==> config.mk <==
export PLATFORM = sky130hd
export DESIGN_NAME = gated_sensor_acquire_calibrate_top
export DESIGN_NICKNAME = d
export VERILOG_FILES = /design/src/sv/gsac_pkg.sv /design/src/sv/gated_sensor_acquire_calibrate_top.sv /design/src/sv/gsac_div.sv
export SDC_FILE = /design/constraint.sdc
export NUM_CORES = 1
export LEC_CHECK = 0
export BUFFER_PORTS_ARGS = -buffer_cell sky130_fd_sc_hd__buf_2
export CORE_MARGIN = 3
export CORE_UTILIZATION = 28
export DETAILED_ROUTE_END_ITERATION = 12
export HOLD_SLACK_MARGIN = 0.03
export PLACE_DENSITY_LB_ADDON = 0.15
export SLEW_MARGIN = 20
export SYNTH_ARGS = -nofsm -noshare
export SYNTH_HDL_FRONTEND = slang
export SYNTH_SLANG_ARGS = --single-unit
==> constraint.sdc <==
create_clock -name clk -period 15.6 [get_ports clk]
set_input_delay 0.78 -clock clk [delete_from_list [all_inputs] [get_ports clk]]
set_output_delay 0.78 -clock clk [all_outputs]
set_load 0.005 [all_outputs]
==> src/sv/gsac_pkg.sv <==
package gsac_pkg;

  localparam int SAMPLE_COUNT_DEF = 16;

  localparam int SAMPLE_W  = 12;
  localparam int PCT_W     = 14;
  localparam int ELAPSED_W = 17;
  localparam int CFG_IDX_W = 3;
  localparam int CFG_DAT_W = 16;

  localparam logic [ELAPSED_W-1:0] ELAPSED_MAX = '1;
  localparam logic [PCT_W-1:0]     PCT_FULL    = PCT_W'(10000);

  // (dry - avg) * 10000 needs 26 bits
  localparam int NUM_W = 26;

  // divider: quotient always fits DIV_QW bits, divisor DIV_VW bits
  localparam int DIV_QW = 14;
  localparam int DIV_VW = 13;
  localparam int DIV_DW = DIV_QW + DIV_VW;
  localparam int DIV_STEP_W = $clog2(DIV_QW + 1);

  typedef enum logic [1:0] {
    FN_START  = 2'd0,
    FN_TICK   = 2'd1,
    FN_SAMPLE = 2'd2,
    FN_READ   = 2'd3
  } func_t;

  typedef enum logic [2:0] {
    PH_IDLE  = 3'd0,
    PH_POWER = 3'd1,
    PH_CONV  = 3'd2,
    PH_READY = 3'd3,
    PH_ERROR = 3'd4
  } phase_t;

  typedef enum logic [1:0] {
    ST_OK      = 2'd0,
    ST_BUSY    = 2'd1,
    ST_TIMEOUT = 2'd2
  } status_t;

  typedef enum logic [CFG_IDX_W-1:0] {
    CFG_GATE    = 3'd0,
    CFG_DELAY   = 3'd1,
    CFG_TIMEOUT = 3'd2,
    CFG_DRY     = 3'd3,
    CFG_WET     = 3'd4
  } cfg_idx_t;

  typedef enum logic [2:0] {
    SQ_IDLE,
    SQ_AVG,
    SQ_SCALE,
    SQ_PSTART,
    SQ_PCT
  } seq_t;

  typedef struct packed {
    func_t                func;
    logic [SAMPLE_W-1:0]  sample;
  } in_t;

  typedef struct packed {
    phase_t               phase;
    logic                 supply_on;
    logic                 converter_enable;
    status_t              status;
    logic [PCT_W-1:0]     percent_x100;
    logic [SAMPLE_W-1:0]  raw_average;
  } out_t;

  typedef struct packed {
    logic               start;
    logic [DIV_DW-1:0]  dividend;
    logic [DIV_VW-1:0]  divisor;
  } div_req_t;

  typedef struct packed {
    logic               done;
    logic [DIV_QW-1:0]  quotient;
  } div_rsp_t;

endpackage

==> src/sv/gated_sensor_acquire_calibrate_top.sv <==
// Sensor acquisition sequencer: start, millisecond tick, converter sample and read commands
// arrive as input transfers, and every command returns one result transfer with the phase,
// supply and converter drives, the read status and the held average. The next command can
// be taken in the cycle its result is taken. The sample that completes the set of
// SAMPLE_COUNT samples has its result after a sequence of steps: the mean (a constant
// reciprocal multiply), the scale, the load of the restoring divider, the 14 divider steps
// and the hold of the answer. When the calibration is inverted or the mean sits at or beyond
// either level, the divider is skipped and the answer is held after the scale. Input ready
// stays low while the calculation runs. Configuration writes are accepted in any cycle.
module gated_sensor_acquire_calibrate_top #(
  parameter int SAMPLE_COUNT = gsac_pkg::SAMPLE_COUNT_DEF
) (
  input  logic                            clk,
  input  logic                            rst_n,
  input  logic                            in_valid,
  output logic                            in_ready,
  input  gsac_pkg::in_t                   in_data,
  output logic                            out_valid,
  input  logic                            out_ready,
  output gsac_pkg::out_t                  out_data,
  input  logic                            cfg_valid,
  output logic                            cfg_ready,
  input  logic [gsac_pkg::CFG_IDX_W-1:0]  cfg_index,
  input  logic [gsac_pkg::CFG_DAT_W-1:0]  cfg_data
);

  localparam int SUM_W = $clog2(SAMPLE_COUNT * 4095 + 1);
  localparam int CNT_W = $clog2(SAMPLE_COUNT + 1);

  // mean by reciprocal multiply, exact floor for any sum of SUM_W bits
  localparam int AVG_SH = SUM_W + CNT_W;
  localparam int RCP_W  = AVG_SH + 1;
  localparam int PROD_W = SUM_W + RCP_W;
  localparam logic [63:0]      AVG_ONE = 64'd1 << AVG_SH;
  localparam logic [RCP_W-1:0] AVG_RCP =
    RCP_W'((AVG_ONE + 64'(SAMPLE_COUNT) - 64'd1) / 64'(SAMPLE_COUNT));

  // configuration
  logic        gate_r;
  logic [7:0]  delay_r;
  logic [15:0] tmo_r;
  logic [gsac_pkg::SAMPLE_W-1:0] dry_r, wet_r;

  // sequencer and measurement state
  gsac_pkg::seq_t    seq_r, seq_nxt;
  gsac_pkg::phase_t  phase_r, phase_nxt;
  gsac_pkg::status_t held_err_r, held_err_nxt;
  logic [gsac_pkg::ELAPSED_W-1:0] elapsed_r, elapsed_nxt;
  logic [SUM_W-1:0]               sum_r, sum_nxt;
  logic [CNT_W-1:0]               cnt_r, cnt_nxt;
  logic [gsac_pkg::PCT_W-1:0]     held_pct_r, held_pct_nxt;
  logic [gsac_pkg::SAMPLE_W-1:0]  held_avg_r;
  logic [gsac_pkg::NUM_W-1:0]     num_r;
  gsac_pkg::out_t                 out_r, out_nxt;
  logic                           out_valid_r;

  logic in_fire, out_fire, load_out, complete;
  gsac_pkg::status_t          status;
  logic [gsac_pkg::PCT_W-1:0] pct;
  logic [gsac_pkg::ELAPSED_W-1:0] el_inc, limit;
  logic [SUM_W-1:0] sum_add;
  logic [CNT_W-1:0] cnt_inc;
  logic [PROD_W-1:0] avg_prod;

  // sequencer outputs
  gsac_pkg::div_req_t div_req;
  gsac_pkg::div_rsp_t div_rsp;
  logic ld_avg, ld_num, fin;
  logic [gsac_pkg::PCT_W-1:0] fin_pct;

  logic [gsac_pkg::SAMPLE_W-1:0] d_lvl, den;
  logic                          special;
  logic [gsac_pkg::PCT_W-1:0]    special_pct, q_pct;

  assign cfg_ready = 1'b1;
  assign in_ready  = (seq_r == gsac_pkg::SQ_IDLE) && (!out_valid_r || out_ready);
  assign in_fire   = in_valid && in_ready;
  assign out_fire  = out_valid_r && out_ready;
  assign out_valid = out_valid_r;
  assign out_data  = out_r;
  assign avg_prod  = PROD_W'(sum_r) * PROD_W'(AVG_RCP);

  always_ff @(posedge clk) begin
    if (!rst_n) begin
      gate_r  <= 1'b0;
      delay_r <= 8'd20;
      tmo_r   <= 16'd100;
      dry_r   <= 12'd4095;
      wet_r   <= 12'd0;
    end else if (cfg_valid && cfg_ready) begin
      case (cfg_index)
        gsac_pkg::CFG_GATE:    gate_r  <= cfg_data[0];
        gsac_pkg::CFG_DELAY:   delay_r <= cfg_data[7:0];
        gsac_pkg::CFG_TIMEOUT: tmo_r   <= cfg_data;
        gsac_pkg::CFG_DRY:     dry_r   <= cfg_data[gsac_pkg::SAMPLE_W-1:0];
        gsac_pkg::CFG_WET:     wet_r   <= cfg_data[gsac_pkg::SAMPLE_W-1:0];
        default: ;
      endcase
    end
  end

  // calibration helpers, from the held average
  always_comb begin
    d_lvl       = dry_r - held_avg_r;
    den         = dry_r - wet_r;
    special     = (dry_r <= wet_r) || (held_avg_r >= dry_r) || (held_avg_r <= wet_r);
    special_pct = ((dry_r <= wet_r) || (held_avg_r >= dry_r)) ? '0 : gsac_pkg::PCT_FULL;
    q_pct       = (div_rsp.quotient > gsac_pkg::PCT_FULL) ? gsac_pkg::PCT_FULL
                                                          : div_rsp.quotient;
  end

  // command handling on an accepted input transfer
  always_comb begin
    phase_nxt    = phase_r;
    held_err_nxt = held_err_r;
    elapsed_nxt  = elapsed_r;
    sum_nxt      = sum_r;
    cnt_nxt      = cnt_r;
    held_pct_nxt = held_pct_r;
    status       = gsac_pkg::ST_OK;
    pct          = '0;
    complete     = 1'b0;
    el_inc       = (elapsed_r == gsac_pkg::ELAPSED_MAX) ? elapsed_r : elapsed_r + 1'b1;
    limit        = gsac_pkg::ELAPSED_W'(delay_r) + gsac_pkg::ELAPSED_W'(tmo_r);
    sum_add      = sum_r + SUM_W'(in_data.sample);
    cnt_inc      = cnt_r + 1'b1;
    if (in_fire) begin
      case (in_data.func)
        gsac_pkg::FN_START: begin
          if (phase_r != gsac_pkg::PH_POWER && phase_r != gsac_pkg::PH_CONV) begin
            elapsed_nxt = '0;
            sum_nxt     = '0;
            cnt_nxt     = '0;
            phase_nxt   = gate_r ? gsac_pkg::PH_POWER : gsac_pkg::PH_CONV;
          end
        end
        gsac_pkg::FN_TICK: begin
          elapsed_nxt = el_inc;
          if (phase_r == gsac_pkg::PH_POWER) begin
            if (el_inc >= gsac_pkg::ELAPSED_W'(delay_r)) phase_nxt = gsac_pkg::PH_CONV;
          end else if (phase_r == gsac_pkg::PH_CONV) begin
            if (el_inc > limit) begin
              held_err_nxt = gsac_pkg::ST_TIMEOUT;
              phase_nxt    = gsac_pkg::PH_ERROR;
            end
          end
        end
        gsac_pkg::FN_SAMPLE: begin
          if (phase_r == gsac_pkg::PH_CONV) begin
            sum_nxt  = sum_add;
            cnt_nxt  = cnt_inc;
            complete = (cnt_inc >= CNT_W'(SAMPLE_COUNT));
          end
        end
        gsac_pkg::FN_READ: begin
          if (phase_r == gsac_pkg::PH_READY) begin
            pct       = held_pct_r;
            phase_nxt = gsac_pkg::PH_IDLE;
          end else if (phase_r == gsac_pkg::PH_ERROR) begin
            status    = held_err_r;
            phase_nxt = gsac_pkg::PH_IDLE;
          end else begin
            status = gsac_pkg::ST_BUSY;
          end
        end
        default: ;
      endcase
    end
    // finish of the completing sample: answer is held, block goes to data ready
    if (fin) begin
      phase_nxt    = gsac_pkg::PH_READY;
      held_err_nxt = gsac_pkg::ST_OK;
      held_pct_nxt = fin_pct;
    end
    load_out = (in_fire && !complete) || fin;
    out_nxt.phase            = phase_nxt;
    out_nxt.supply_on        = gate_r && (phase_nxt == gsac_pkg::PH_POWER ||
                                          phase_nxt == gsac_pkg::PH_CONV);
    out_nxt.converter_enable = (phase_nxt == gsac_pkg::PH_CONV);
    out_nxt.status           = status;
    out_nxt.percent_x100     = pct;
    out_nxt.raw_average      = held_avg_r;
  end

  // sequencer: next state
  always_comb begin
    seq_nxt = seq_r;
    case (seq_r)
      gsac_pkg::SQ_IDLE:   if (complete) seq_nxt = gsac_pkg::SQ_AVG;
      gsac_pkg::SQ_AVG:    seq_nxt = gsac_pkg::SQ_SCALE;
      gsac_pkg::SQ_SCALE:  seq_nxt = special ? gsac_pkg::SQ_IDLE : gsac_pkg::SQ_PSTART;
      gsac_pkg::SQ_PSTART: seq_nxt = gsac_pkg::SQ_PCT;
      gsac_pkg::SQ_PCT:    if (div_rsp.done) seq_nxt = gsac_pkg::SQ_IDLE;
      default:             seq_nxt = gsac_pkg::SQ_IDLE;
    endcase
  end

  // sequencer: outputs
  always_comb begin
    div_req.start    = 1'b0;
    // round half up: (2*num + den) / (2*den)
    div_req.dividend = {num_r, 1'b0} + gsac_pkg::DIV_DW'(den);
    div_req.divisor  = {den, 1'b0};
    ld_avg  = 1'b0;
    ld_num  = 1'b0;
    fin     = 1'b0;
    fin_pct = q_pct;
    case (seq_r)
      gsac_pkg::SQ_AVG:    ld_avg = 1'b1;
      gsac_pkg::SQ_SCALE: begin
        ld_num  = !special;
        fin     = special;
        fin_pct = special_pct;
      end
      gsac_pkg::SQ_PSTART: div_req.start = 1'b1;
      gsac_pkg::SQ_PCT:    fin = div_rsp.done;
      default: ;
    endcase
  end

  gsac_div u_div (
    .clk   (clk),
    .rst_n (rst_n),
    .req   (div_req),
    .rsp   (div_rsp)
  );

  always_ff @(posedge clk) begin
    if (!rst_n) begin
      seq_r       <= gsac_pkg::SQ_IDLE;
      phase_r     <= gsac_pkg::PH_IDLE;
      held_err_r  <= gsac_pkg::ST_OK;
      elapsed_r   <= '0;
      sum_r       <= '0;
      cnt_r       <= '0;
      held_pct_r  <= '0;
      held_avg_r  <= '0;
      out_valid_r <= 1'b0;
    end else begin
      seq_r      <= seq_nxt;
      phase_r    <= phase_nxt;
      held_err_r <= held_err_nxt;
      elapsed_r  <= elapsed_nxt;
      sum_r      <= sum_nxt;
      cnt_r      <= cnt_nxt;
      held_pct_r <= held_pct_nxt;
      if (ld_avg) held_avg_r <= avg_prod[AVG_SH +: gsac_pkg::SAMPLE_W];
      if (load_out)      out_valid_r <= 1'b1;
      else if (out_fire) out_valid_r <= 1'b0;
    end
  end

  always_ff @(posedge clk) begin
    if (load_out) out_r <= out_nxt;
    if (ld_num)   num_r <= gsac_pkg::NUM_W'(d_lvl) * gsac_pkg::NUM_W'(14'd10000);
  end

  a_done_in_wait: assert property (@(posedge clk) disable iff (!rst_n)
    div_rsp.done |-> (seq_r == gsac_pkg::SQ_PCT))
    else $error("divider finished outside a wait state");

  a_cnt_bound: assert property (@(posedge clk) disable iff (!rst_n)
    cnt_r <= CNT_W'(SAMPLE_COUNT))
    else $error("sample counter beyond set size");

  a_pct_bound: assert property (@(posedge clk) disable iff (!rst_n)
    held_pct_r <= gsac_pkg::PCT_FULL)
    else $error("held percentage above full scale");

  a_busy_conv: assert property (@(posedge clk) disable iff (!rst_n)
    seq_r != gsac_pkg::SQ_IDLE |-> phase_r == gsac_pkg::PH_CONV && !in_ready)
    else $error("calculation running outside converting phase");

  a_fin_ready: assert property (@(posedge clk) disable iff (!rst_n)
    fin |=> phase_r == gsac_pkg::PH_READY && out_valid_r)
    else $error("finished calculation did not present data ready");

endmodule

==> src/sv/gsac_div.sv <==
module gsac_div (
  input  logic                clk,
  input  logic                rst_n,
  input  gsac_pkg::div_req_t  req,
  output gsac_pkg::div_rsp_t  rsp
);

  logic [gsac_pkg::DIV_VW-1:0]     rem_r, rem_nxt;
  logic [gsac_pkg::DIV_QW-1:0]     low_r, low_nxt;
  logic [gsac_pkg::DIV_VW-1:0]     dvs_r;
  logic [gsac_pkg::DIV_STEP_W-1:0] step_r;
  logic                            run_r;
  logic                            done_r;

  logic [gsac_pkg::DIV_VW:0]   shifted;
  logic [gsac_pkg::DIV_VW+1:0] diff;
  logic                        ge;

  // restoring step: dividend bits leave the top of low_r, quotient bits enter at the bottom
  always_comb begin
    shifted = {rem_r, low_r[gsac_pkg::DIV_QW-1]};
    diff    = {1'b0, shifted} - {2'b00, dvs_r};
    ge      = ~diff[gsac_pkg::DIV_VW+1];
    rem_nxt = ge ? diff[gsac_pkg::DIV_VW-1:0] : shifted[gsac_pkg::DIV_VW-1:0];
    low_nxt = {low_r[gsac_pkg::DIV_QW-2:0], ge};
  end

  always_ff @(posedge clk) begin
    if (!rst_n) begin
      run_r  <= 1'b0;
      done_r <= 1'b0;
      step_r <= '0;
    end else if (req.start) begin
      run_r  <= 1'b1;
      done_r <= 1'b0;
      step_r <= gsac_pkg::DIV_STEP_W'(gsac_pkg::DIV_QW);
    end else if (run_r) begin
      step_r <= step_r - 1'b1;
      if (step_r == gsac_pkg::DIV_STEP_W'(1)) begin
        run_r  <= 1'b0;
        done_r <= 1'b1;
      end
    end else begin
      done_r <= 1'b0;
    end
  end

  always_ff @(posedge clk) begin
    if (req.start) begin
      // upper part is below the divisor since the quotient fits DIV_QW bits
      rem_r <= req.dividend[gsac_pkg::DIV_QW +: gsac_pkg::DIV_VW];
      low_r <= req.dividend[gsac_pkg::DIV_QW-1:0];
      dvs_r <= req.divisor;
    end else if (run_r) begin
      rem_r <= rem_nxt;
      low_r <= low_nxt;
    end
  end

  assign rsp.done     = done_r;
  assign rsp.quotient = low_r;

endmodule

==> results_dict.tcl <==
set metrics [dict create \
    core_mm2 0.0519 \
    fin_tns_setup_ns 0 \
    wl_per_cell_um 16.8 \
    worstSetupEndpointType "flip-flop" \
    cts-root-buf "clkbuf_16" \
    drive_gt1_share_pct 9.45 \
    yosysTopAreaCell "edfxtp_1" \
    cts_hold_buf 0 \
    min_path_type "reg2reg" \
    rows 83 \
    yosysSeqAreaShare_pct 36.0 \
    wl_um 40000 \
    postRouteAntennaNets 0 \
    timing.fmax_mhz 151 \
    dpl.hpwl_um 31000 \
    via_per_inst 4.82 \
    final_common_cell "nand2_1" \
    die_area_mm2 0.0560 \
    ys_warn_count 0 \
    nFillCells 5413 \
    critPathKind "reg2reg" \
    pre_cts_slack_ns 8.98 \
    synth_nets 1864 \
    cts_sinks 221 \
    syn-instance-count 1635 \
    first_global_vias 11200 \
    finalHoldViolCount 0 \
    worst_pin_slew_ns 1.01 \
    cts_buffer_depth 3 \
    cp.arrival_ns 6.93 \
    fin_crit_sh_pct 42.6 \
    synth_edf_count 94 \
    final_cells 2383 \
    powerDensity_mw_per_mm2 112 \
    cts_made_buffers 27 \
    async_reset_ff_share_pct 0 \
    ys_seq_elements 221 \
    cts_tree "built" \
    routabilityCongestion 0.817 \
    startpoint_type "flip-flop" \
    dp_cells 2334 \
    io_pins 74 \
    grt_pass1_wl_um 63800 \
    grt_max_degree 66 \
    cp_max_fo 4 \
    ctsResizeCount 0 \
    worst_slack_ns 8.96 \
    avgSynthCellArea_um2 9.11 \
    grt_usage_pct 14.1 \
    setup_violations 0 \
    rr_worst_depth 26 \
    finalNetCount 1912 \
    drc 0 \
    syn_to_final_growth_pct 12.9 \
    clkTransAtPathRegs_ns 0.06 \
    drt_iter0_markers 604 \
    synthFlopType "dfxtp_1" \
    ys_types 78 \
    hp-start "held_pct_r[9]" \
    rsz0062_at_grt "no" \
    grt_overflow 0 \
    synth_area_mm2 0.0149 \
    critPathRequiredTime_ns 15.89 \
    hold_depth 2 \
    synth_area_leaders "edfxtp_1 19%, dfxtp_1 17%, ha_1 14%, xnor2_1 4.5%, a21oi_1 4.5%" \
    power.leakage_uw 0.00698 \
    die_w_um 237 \
    whs_endpoint "held_pct_r[9]" \
    r2r-end "num_r[25]" \
    chipHeight_um 237 \
    rrSetupSlack_ns 8.96 \
    start_util_pct 28.7 \
    clock_latency_ns 0.54 \
    maxCapViolations 0 \
    fin_crit_ns 6.64 \
    ir_drop_mv 0.0684 \
    post-cts-setup-buffers 0 \
    cts_max_level 1 \
    p_total_uw 1880 \
    whs_ns 0.454 \
    outcome "finished, final reports clean" \
    firstDrtPassIters 5 \
    yosysTopAreaCellShare_pct 19.0 \
    diodes 0 \
    reg2reg_from "held_avg_r[1]" \
    maxSlewHeadroom_pct 32.9 \
    dr_total_vias 11500 \
    final_cell_mix "174 x nand2_1, 162 x ha_1, 146 x inv_1" \
    fin_skew_ns 0.00800 \
    numPortBuffers 72 \
    drv_slew 0 \
    antenna_found_initial 2 \
]
## flip-flops by register name, summed over array words and instances (netlist names), 13 cells and up
register	flops
num_r	22
u_div.rem_r	13
sum_r	16
out_data	33
tmo_r	16
u_div.low_r	14
elapsed_r	17
held_pct_r	14
## through the flow
stage	cell area, um2	util (%)
finish	16800	32.4
global route	16800	32.4
CTS	16800	32.4
detailed placement	15900	30.6
floorplan	14900	-
global placement	15900	30.6
## per-layer routing
layer | vias to the layer above | track usage, % | wire length (um)
met5 | - | 0 | 21
met4 | 4 | 3.81 | 912
met3 | 54 | 1.83 | 1500
met2 | 204 | 22.3 | 17600
met1 | 5352 | 20.2 | 20000
li1 | 5861 | - | -
## kinds of logic (layout without fill, tap and decap cells)
family          after synthesis  in the layout  share of synthesized area [%]
compound gates              347            347                           14.9
xor+xnor                    111            111                           6.53
fa+ha+maj                   191            191                           17.5
buf+inv                     210            278                           5.88
flops                       221            221                           36.0
mux                          32             32                           2.19
other cells                   1              1                         0.0252
simple gates                522            522                           17.0
## worst max-delay path: stages (launching register included)
cell and delay [ns]:
dfxtp_1 0.35, inv_1 0.10, ha_1 0.31, a21o_1 0.17
a21o_1 0.20, a21o_1 0.20, a21o_1 0.18, xor2_1 0.53
inv_1 0.18, fa_1 0.52, inv_1 0.04, ha_1 0.26
inv_1 0.05, fa_1 0.53, inv_1 0.04, ha_1 0.26
inv_1 0.05, fa_1 0.49, inv_1 0.04, ha_1 0.32
or2_2 0.30, a21oi_1 0.21, o31ai_1 0.13, o41a_1 0.38
a211o_1 0.28, a21oi_1 0.19, xnor2_1 0.09
## power by group
| part | switching (uW) | internal [uW] | leakage [uW] |
|---|---|---|---|
| clock network | 251 | 413 | 0.000473 |
| registers | 6.58 | 644 | 0.00191 |
| logic | 317 | 250 | 0.00460 |
## cells in the mapped netlist (all sizes together), types with 9 or more instances
master,count
nand2,175
ha,162
inv,147
a21oi,133
dfxtp,127
nor2,125
edfxtp,94
xnor2,77
clkbuf,51
o21ai,50
nand3,43
a21o,39
xor2,34
nor3,30
fa,29
mux2i,27
and2,25
nand4,22
a22oi,19
a211oi,17
and3,17
nor2b,12
buf,11
or3,11
a31oi,10
nor4,10
o21bai,10
or2,10
nand2b,9
## how the worst max path moves through the flow
stage | start | to | slack [ns] | cells past startpoint
floorplan | dry_r[0] | num_r[25] | 9.55 | 27
global placement | dry_r[0] | num_r[25] | 9.04 | 27
detailed placement | dry_r[0] | num_r[25] | 8.98 | 27
CTS | dry_r[0] | num_r[25] | 8.94 | 27
global route | dry_r[0] | num_r[25] | 8.55 | 27
finish | held_avg_r[1] | num_r[25] | 8.96 | 26
## final cells by class
cell class	count	area, um2	share of cell area [%]
flip-flops and latches	221	5370	31.9
clock buffers	42	867	5.16
multi-input cells	1204	8670	51.5
inverters	148	556	3.30
well taps	680	851	5.06
repair buffers	81	428	2.54
clock inverters	7	85.1	0.506
Note: power is estimated with default switching activity, not from simulation.
